[config.mk]
export PLATFORM = sky130hd
export DESIGN_NAME = utf8_text_validator
export DESIGN_NICKNAME = d
export VERILOG_FILES = /design/src/rtl/utf8v_pkg.sv /design/src/rtl/utf8v_step.sv /design/src/rtl/utf8v_ctx.sv /design/src/rtl/utf8_text_validator.sv
export SDC_FILE = /design/constraint.sdc
export NUM_CORES = 1
export LEC_CHECK = 0
export BUFFER_PORTS_ARGS = -buffer_cell sky130_fd_sc_hd__buf_2
export CAP_MARGIN = 40
export CORE_ASPECT_RATIO = 0.5
export CORE_MARGIN = 1
export CORE_UTILIZATION = 55
export CTS_CLUSTER_SIZE = 28
export DETAILED_ROUTE_END_ITERATION = 10
export PLACE_DENSITY = 0.73
export SLEW_MARGIN = 20
export SYNTH_ARGS = -nofsm -noshare
export SYNTH_HDL_FRONTEND = slang
export SYNTH_SLANG_ARGS = --single-unit
[constraint.sdc]
create_clock -name aclk -period 3.15 [get_ports aclk]
set_input_delay 0.945 -clock aclk [delete_from_list [all_inputs] [get_ports aclk]]
set_output_delay 0.945 -clock aclk [all_outputs]
set_load 0.005 [all_outputs]
[src/rtl/utf8v_pkg.sv]
// Shared types and constants for the UTF-8 text validator.
package utf8v_pkg;

    // Verdict codes carried on the result item
    localparam logic [1:0] VERDICT_MORE   = 2'd0;
    localparam logic [1:0] VERDICT_ACCEPT = 2'd1;
    localparam logic [1:0] VERDICT_REJECT = 2'd2;

    // Byte-order mark bytes
    localparam logic [7:0] MARK_B0 = 8'hEF;
    localparam logic [7:0] MARK_B1 = 8'hBB;
    localparam logic [7:0] MARK_B2 = 8'hBF;

    // Lead byte ranges and special byte values
    localparam logic [7:0] LEAD2_LO  = 8'hC2;
    localparam logic [7:0] LEAD2_HI  = 8'hDF;
    localparam logic [7:0] LEAD3_LO  = 8'hE0;
    localparam logic [7:0] LEAD3_HI  = 8'hEF;
    localparam logic [7:0] LEAD4_LO  = 8'hF0;
    localparam logic [7:0] LEAD4_HI  = 8'hF4;
    localparam logic [7:0] BYTE_TAB  = 8'h09;
    localparam logic [7:0] BYTE_SPC  = 8'h20;
    localparam logic [7:0] BYTE_DEL  = 8'h7F;

    // Code point limits
    localparam logic [20:0] CP_MIN3    = 21'h000800;
    localparam logic [20:0] CP_MIN4    = 21'h010000;
    localparam logic [20:0] CP_SURR_LO = 21'h00D800;
    localparam logic [20:0] CP_SURR_HI = 21'h00DFFF;
    localparam logic [20:0] CP_MAX     = 21'h10FFFF;

    // Mark detection finishes after this many bytes
    localparam logic [1:0] MARK_DONE = 2'd3;

    // Per-string decoder context
    typedef struct packed {
        logic [1:0]  pend;        // continuation bytes still expected
        logic [2:0]  seq_len;     // length of the open sequence
        logic [20:0] acc;         // code point being assembled
        logic [1:0]  mark_stage;  // bytes checked against the mark
        logic        mark_match;  // mark still matching
        logic        err;         // error seen
        logic        kept;        // a kept character seen
        logic        visible;     // a character above space seen
        logic        broken;      // non-continuation byte inside sequence
    } ctx_t;

    localparam ctx_t CTX_RESET = '{
        pend:       2'd0,
        seq_len:    3'd0,
        acc:        21'd0,
        mark_stage: 2'd0,
        mark_match: 1'b1,
        err:        1'b0,
        kept:       1'b0,
        visible:    1'b0,
        broken:     1'b0
    };

    // One result item
    typedef struct packed {
        logic        ellipsis;
        logic [1:0]  trim;
        logic        bom;
        logic [1:0]  verdict;
    } result_t;

endpackage

[src/rtl/utf8v_step.sv]
// Combinational decode of one byte against the current string context.
module utf8v_step (
    input  utf8v_pkg::ctx_t    ctx,
    input  logic [7:0]         text_byte,
    input  logic               cut_short,
    input  logic               final_byte,
    output utf8v_pkg::ctx_t    ctx_next,
    output utf8v_pkg::result_t res
);

    always_comb begin
        utf8v_pkg::ctx_t s;
        logic        bom_now;
        logic [7:0]  want;
        logic [20:0] cp;
        logic        bad;
        logic        accepted;
        logic [1:0]  trim;

        s        = ctx;
        bom_now  = 1'b0;
        want     = utf8v_pkg::MARK_B2;
        cp       = {ctx.acc[14:0], text_byte[5:0]};
        bad      = 1'b0;
        accepted = 1'b0;
        trim     = 2'd0;

        // Byte-order mark tracking over the first three bytes
        if (ctx.mark_stage != utf8v_pkg::MARK_DONE) begin
            unique case (ctx.mark_stage)
                2'd0:    want = utf8v_pkg::MARK_B0;
                2'd1:    want = utf8v_pkg::MARK_B1;
                default: want = utf8v_pkg::MARK_B2;
            endcase
            if (text_byte != want) begin
                s.mark_match = 1'b0;
            end
            s.mark_stage = ctx.mark_stage + 2'd1;
            bom_now = (s.mark_stage == utf8v_pkg::MARK_DONE) && s.mark_match;
        end

        // Decode, skipped once an error is recorded
        if (!ctx.err) begin
            priority if (ctx.pend != 2'd0) begin
                if (text_byte[7:6] != 2'b10) begin
                    s.broken = 1'b1;
                end
                s.acc  = cp;
                s.pend = ctx.pend - 2'd1;
                if (ctx.pend == 2'd1) begin
                    // Sequence complete: judge the code point
                    if (s.broken ||
                        (ctx.seq_len == 3'd3 && cp < utf8v_pkg::CP_MIN3) ||
                        (ctx.seq_len == 3'd4 && cp < utf8v_pkg::CP_MIN4) ||
                        (cp >= utf8v_pkg::CP_SURR_LO && cp <= utf8v_pkg::CP_SURR_HI) ||
                        cp > utf8v_pkg::CP_MAX) begin
                        s.err = 1'b1;
                    end else if (!bom_now) begin
                        s.kept    = 1'b1;
                        s.visible = 1'b1;
                    end
                    s.seq_len = 3'd0;
                    s.acc     = 21'd0;
                    s.broken  = 1'b0;
                end
            end else if (!text_byte[7]) begin
                // ASCII: controls other than tab, and DEL, are errors
                if ((text_byte < utf8v_pkg::BYTE_SPC && text_byte != utf8v_pkg::BYTE_TAB) ||
                    text_byte == utf8v_pkg::BYTE_DEL) begin
                    s.err = 1'b1;
                end else begin
                    s.kept = 1'b1;
                    if (text_byte > utf8v_pkg::BYTE_SPC) begin
                        s.visible = 1'b1;
                    end
                end
            end else if (text_byte >= utf8v_pkg::LEAD2_LO && text_byte <= utf8v_pkg::LEAD2_HI) begin
                s.seq_len = 3'd2;
                s.acc     = {16'd0, text_byte[4:0]};
                s.pend    = 2'd1;
                s.broken  = 1'b0;
            end else if (text_byte >= utf8v_pkg::LEAD3_LO && text_byte <= utf8v_pkg::LEAD3_HI) begin
                s.seq_len = 3'd3;
                s.acc     = {17'd0, text_byte[3:0]};
                s.pend    = 2'd2;
                s.broken  = 1'b0;
            end else if (text_byte >= utf8v_pkg::LEAD4_LO && text_byte <= utf8v_pkg::LEAD4_HI) begin
                s.seq_len = 3'd4;
                s.acc     = {18'd0, text_byte[2:0]};
                s.pend    = 2'd3;
                s.broken  = 1'b0;
            end else begin
                s.err = 1'b1;
            end
        end

        // Verdict on the last byte
        res = '{ellipsis: 1'b0, trim: 2'd0, bom: 1'b0, verdict: utf8v_pkg::VERDICT_MORE};
        if (final_byte) begin
            bad = s.err;
            if (!bad && s.pend != 2'd0) begin
                if (cut_short) begin
                    trim = 2'(s.seq_len - {1'b0, s.pend});
                end else begin
                    bad = 1'b1;
                end
            end
            accepted    = !bad && s.kept && (s.visible || cut_short);
            res.verdict = accepted ? utf8v_pkg::VERDICT_ACCEPT : utf8v_pkg::VERDICT_REJECT;
            res.bom     = (s.mark_stage == utf8v_pkg::MARK_DONE) && s.mark_match;
            if (accepted) begin
                res.trim     = trim;
                res.ellipsis = cut_short;
            end
        end

        ctx_next = final_byte ? utf8v_pkg::CTX_RESET : s;
    end

endmodule

[src/rtl/utf8v_ctx.sv]
// String context register, advanced by one decoded byte per enabled cycle.
module utf8v_ctx (
    input  logic               aclk,
    input  logic               aresetn,
    input  logic               step_en,
    input  logic [7:0]         text_byte,
    input  logic               cut_short,
    input  logic               final_byte,
    output utf8v_pkg::result_t res
);

    utf8v_pkg::ctx_t ctx_reg;
    utf8v_pkg::ctx_t ctx_next;

    utf8v_step u_step (
        .ctx        (ctx_reg),
        .text_byte  (text_byte),
        .cut_short  (cut_short),
        .final_byte (final_byte),
        .ctx_next   (ctx_next),
        .res        (res)
    );

    // Context update, back to start of string after the last byte
    always_ff @(posedge aclk) begin
        if (!aresetn) begin
            ctx_reg <= utf8v_pkg::CTX_RESET;
        end else if (step_en) begin
            ctx_reg <= ctx_next;
        end
    end

endmodule

[src/rtl/utf8_text_validator.sv]
// Strict UTF-8 string validator, one byte per item, top level.
// Each item passes the input register and then the result register before output.
// Throughput: one item per cycle while the result register is free or being drained;
// the byte decode is a single combinational step between the input and result registers.
// Reset (aresetn low, synchronous) empties both registers and returns the
// string context to start of string.
module utf8_text_validator (
    input  logic       aclk,
    input  logic       aresetn,
    input  logic       s_tvalid,
    output logic       s_tready,
    input  logic [7:0] s_tdata,   // [7:0] text_byte
    input  logic [0:0] s_tuser,   // [0] cut_short
    input  logic       s_tlast,   // final_byte
    output logic       m_tvalid,
    input  logic       m_tready,
    output logic [7:0] m_tdata    // [1:0] verdict, [2] bom_dropped, [4:3] trim_count,
                                  // [5] add_ellipsis, [7:6] zero
);

    logic               in_valid_reg;
    logic [7:0]         in_byte_reg;
    logic               in_cut_reg;
    logic               in_last_reg;
    logic               out_valid_reg;
    utf8v_pkg::result_t out_res_reg;
    utf8v_pkg::result_t res;
    logic               advance;

    // Item moves into the result register when it is free or being drained
    assign advance  = in_valid_reg && (!out_valid_reg || m_tready);
    assign s_tready = !in_valid_reg || advance;

    // Input register
    always_ff @(posedge aclk) begin
        if (!aresetn) begin
            in_valid_reg <= 1'b0;
        end else if (s_tready) begin
            in_valid_reg <= s_tvalid;
        end
    end

    always_ff @(posedge aclk) begin
        if (s_tvalid && s_tready) begin
            in_byte_reg <= s_tdata;
            in_cut_reg  <= s_tuser[0];
            in_last_reg <= s_tlast;
        end
    end

    utf8v_ctx u_ctx (
        .aclk       (aclk),
        .aresetn    (aresetn),
        .step_en    (advance),
        .text_byte  (in_byte_reg),
        .cut_short  (in_cut_reg),
        .final_byte (in_last_reg),
        .res        (res)
    );

    // Result register
    always_ff @(posedge aclk) begin
        if (!aresetn) begin
            out_valid_reg <= 1'b0;
        end else if (advance) begin
            out_valid_reg <= 1'b1;
        end else if (m_tready) begin
            out_valid_reg <= 1'b0;
        end
    end

    always_ff @(posedge aclk) begin
        if (advance) begin
            out_res_reg <= res;
        end
    end

    assign m_tvalid = out_valid_reg;
    assign m_tdata  = {2'b00, out_res_reg};

endmodule

==> flow_summary.rst <==
.. list-table::
   :header-rows: 1

   * - Metric
     - Value
   * - Via total after detailed routing
     - between 1,500 and 2,000
   * - Top cell type by total area after synthesis
     - sky130_fd_sc_hd__dfxtp_1
   * - Setup repair after global routing missed its margin
     - false
   * - Die Y-Extent
     - approximately 48 µm
   * - Data required time at the worst endpoint
     - roughly 3.3 ns
   * - Cell chosen for the clock root
     - sky130_fd_sc_hd__clkbuf_8
   * - Post-synthesis register bit count
     - 45
   * - # placed instances
     - 309
   * - Detailed Routing Iterations Pass 1
     - 4
   * - Final setup fails
     - 0
   * - Number of library cell types mapped by synthesis
     - 57
   * - Achievable clock frequency
     - ~0.4 GHz
   * - Critical path class
     - register to register
   * - GPL Wtd Cong
     - roughly 0.9
   * - Signed area change from the synthesized netlist to the final layout
     - 8.790%
   * - Initial core utilization
     - roughly three fifths
   * - First-pass GRT wire length
     - a little over 8000 µm
   * - Max FFs per register
     - 27
   * - Dominant synthesized flop cell
     - sky130_fd_sc_hd__dfxtp_1
   * - Number of warnings reported in the yosys synthesis log
     - 0
   * - Areal power density over the cells
     - roughly 450 mW/mm²
   * - Number of nets in the final layout
     - between 200 and 300
   * - Initial antenna violation count
     - 0
   * - Synth top area cells
     - sky130_fd_sc_hd__dfxtp_1, sky130_fd_sc_hd__edfxtp_1, sky130_fd_sc_hd__a21boi_0
   * - Number of pins exceeding their max-slew limit in the final report
     - 0
   * - Area used by multi-input combinational logic
     - 0.001151 mm²
   * - Total Die Area
     - about 0.0045 mm²
   * - Detailed Place HPWL
     - around 3600 µm
   * - Final cycle utilization of the critical path
     - around four fifths
   * - Number of buffers added on ports
     - 21
   * - Hold_sp
     - u_ctx.ctx_reg[0]
   * - Maximum buffer depth of the clock tree
     - 2
   * - Start point of the critical path
     - in_byte_reg[4]
   * - Area taken by flip-flops and latches
     - ~0.0011 mm²
   * - Result of the run
     - completed
   * - Number of hold buffers added after cts
     - 0
   * - Proportion of layout cells with a drive suffix above 1
     - 15.97%
   * - Core footprint
     - about 0.0040 mm²
   * - Crit Path Max Fanout
     - 10
   * - Number of setup buffers added after CTS
     - 0
   * - Number of design-rule violations left by the first detailed-router iteration
     - about 160
   * - Clock transition at path regs
     - roughly 0.090 ns
   * - Combined area of all synthesized cells
     - 0.002306 mm²
   * - GRT Resource Usage Total
     - 24.72%
   * - Fill cells
     - roughly 350
   * - Count of placed standard cells in the final layout, fillers left out
     - 317
   * - Post-Route Hold Slack
     - 0.4778 ns
   * - Measured slew at the worst slew-check pin
     - a little over 0.8 ns
   * - Inserted Clock Buffers
     - 5
   * - Reg2Reg Launch Point
     - in_byte_reg[4]
   * - Wirelength per Cell
     - around 16 µm
   * - Residual DRC count
     - 0
   * - Relative slew slack
     - about 45%
   * - Final count of hold timing violations
     - 0
   * - Average instance area after synthesis
     - approximately 9.3 µm²
   * - Arrival time of the worst setup path
     - 2.67 ns
   * - Synth async-reset ratio
     - 0%
   * - Total Power
     - around 1.1 mW
   * - Part of the Yosys area used for sequential elements
     - a little under half
   * - Post-DRT Antenna Nets
     - 0
   * - N_diodes
     - 0
   * - Number of top-level pins
     - 24
   * - Number of clock sinks seen by CTS
     - 45
   * - Type of element launching the critical path
     - register
   * - EDFF count, synth
     - 16
   * - Share of the synthesized area in the top cell type
     - approximately a quarter
   * - Final routed wirelength across all metal layers
     - 4974 µm
   * - Most frequently used cell type in the post-synthesis netlist
     - sky130_fd_sc_hd__dfxtp_1
   * - Setup tns final
     - 0 ns
   * - Average vias per placed instance
     - 6.054
   * - Clock latency on the worst-skew pair
     - 0.31 ns
   * - Die width
     - between 90 and 100 µm
   * - Cell count after synthesis
     - about 250
   * - Crit path time final
     - 2.539 ns
   * - Top cells by instance count after synthesis
     - sky130_fd_sc_hd__dfxtp_1, sky130_fd_sc_hd__nor2_1, sky130_fd_sc_hd__nand2_1
   * - Leakage
     - roughly 0.89 nW
   * - Setup clock skew after layout
     - ~0.0070 ns
   * - Worst Hold Class
     - register to register
   * - CTS tree
     - built
   * - Congestion Overflow GR
     - 0
   * - Maximum number of pins on one net before global-route repair
     - 28
   * - IR Drop Worst-Case VDD
     - around 0.25 mV
   * - Vias in the first global route
     - 1,668
   * - Floorplan row count
     - 16
   * - H-tree levels
     - 2
   * - CTS-repair resized insts
     - 0
   * - Maximum Capacitance Violations
     - 0
   * - Endpoint class of the critical path
     - register
where the power goes:
group	switching (mW)	leakage [nW]	internal, mW
Combinational	0.0645	0.457	0.0462
Sequential	0.0256	0.387	0.620
Clock	0.212	0.0462	0.158
placed cells by master, fill, tap and decap left out, types with 5 or more instances in the layout:
cell type / Yosys / routed
sky130_fd_sc_hd__o21ai_0: 15 / 15
sky130_fd_sc_hd__and2_1: 6 / 6
sky130_fd_sc_hd__o31ai_1: 5 / 5
sky130_fd_sc_hd__clkbuf_8: 0 / 5
sky130_fd_sc_hd__dfxtp_1: 29 / 29
sky130_fd_sc_hd__edfxtp_1: 16 / 16
sky130_fd_sc_hd__nand2_1: 21 / 21
sky130_fd_sc_hd__a21oi_1: 10 / 10
sky130_fd_sc_hd__a21boi_0: 15 / 15
sky130_fd_sc_hd__nand3_1: 15 / 15
sky130_fd_sc_hd__buf_2: 3 / 21
sky130_fd_sc_hd__nor2_1: 23 / 23
sky130_fd_sc_hd__nor2b_1: 8 / 8
layer usage:
metal | track usage, % | share of wire (%) | vias to the layer above
met5 | 0 | 0 | -
met4 | 7.385 | 1.2 | 0
met3 | 5.238 | 6.6 | 7
met2 | 41.76 | 43 | 68
met1 | 33.20 | 49 | 904
li1 | - | - | 940
cell type report:
class                           count  share of cell area (%)
Tap cell                           54                   2.693
Sequential cell                    45                   42.29
Clock inverter                      3                  0.8479
Clock buffer                        5                   2.743
Inverter                            5                  0.7481
Timing Repair Buffer               23                   4.788
Multi-Input combinational cell    182                   45.89
stage by stage:
step           area (µm²)  utilization (%)  worst slack, ns
6_report             2509            63.29           0.6109
5_1_grt              2509            63.29           0.3760
4_1_cts              2509            63.29           0.5990
3_5_place_dp         2419            61.02           0.5428
3_3_place_gp         2419            61.02           0.6751
2_1_floorplan        2310                -           0.8584
path summary, 6_finish.rpt:
kind,endpoint,slack (ns),cells after the start
worst min register to register,u_ctx.ctx_reg[0],0.48,2
worst min-delay path,u_ctx.ctx_reg[0],0.48,2
worst max register to register,m_tdata[4],0.61,8
worst max-delay path,m_tdata[4],0.61,8
critical path, cell delays in order, from the launching register on:
cell and delay [ns]:
sky130_fd_sc_hd__edfxtp_1 0.57, sky130_fd_sc_hd__nor4_2 0.47, sky130_fd_sc_hd__o21ai_2 0.19, sky130_fd_sc_hd__nor2b_1 0.29, sky130_fd_sc_hd__o32ai_1 0.15, sky130_fd_sc_hd__ha_1 0.22, sky130_fd_sc_hd__xor2_1 0.17, sky130_fd_sc_hd__xnor2_1 0.13
sky130_fd_sc_hd__nor4_1 0.17
cells by family (layout without fill, tap and decap cells):
group           count (synthesis)  in the layout  share of synthesized area [%]
other cells                     1              2                         0.1626
simple gates                  104            104                          24.91
compound gates                 72             72                          23.01
buf+inv                        21             36                          4.232
fa+ha+maj                       1              1                         0.5425
flops                          45             45                          46.01
xor+xnor                        3              3                          1.140
Note: power is estimated with default switching activity, not from simulation.
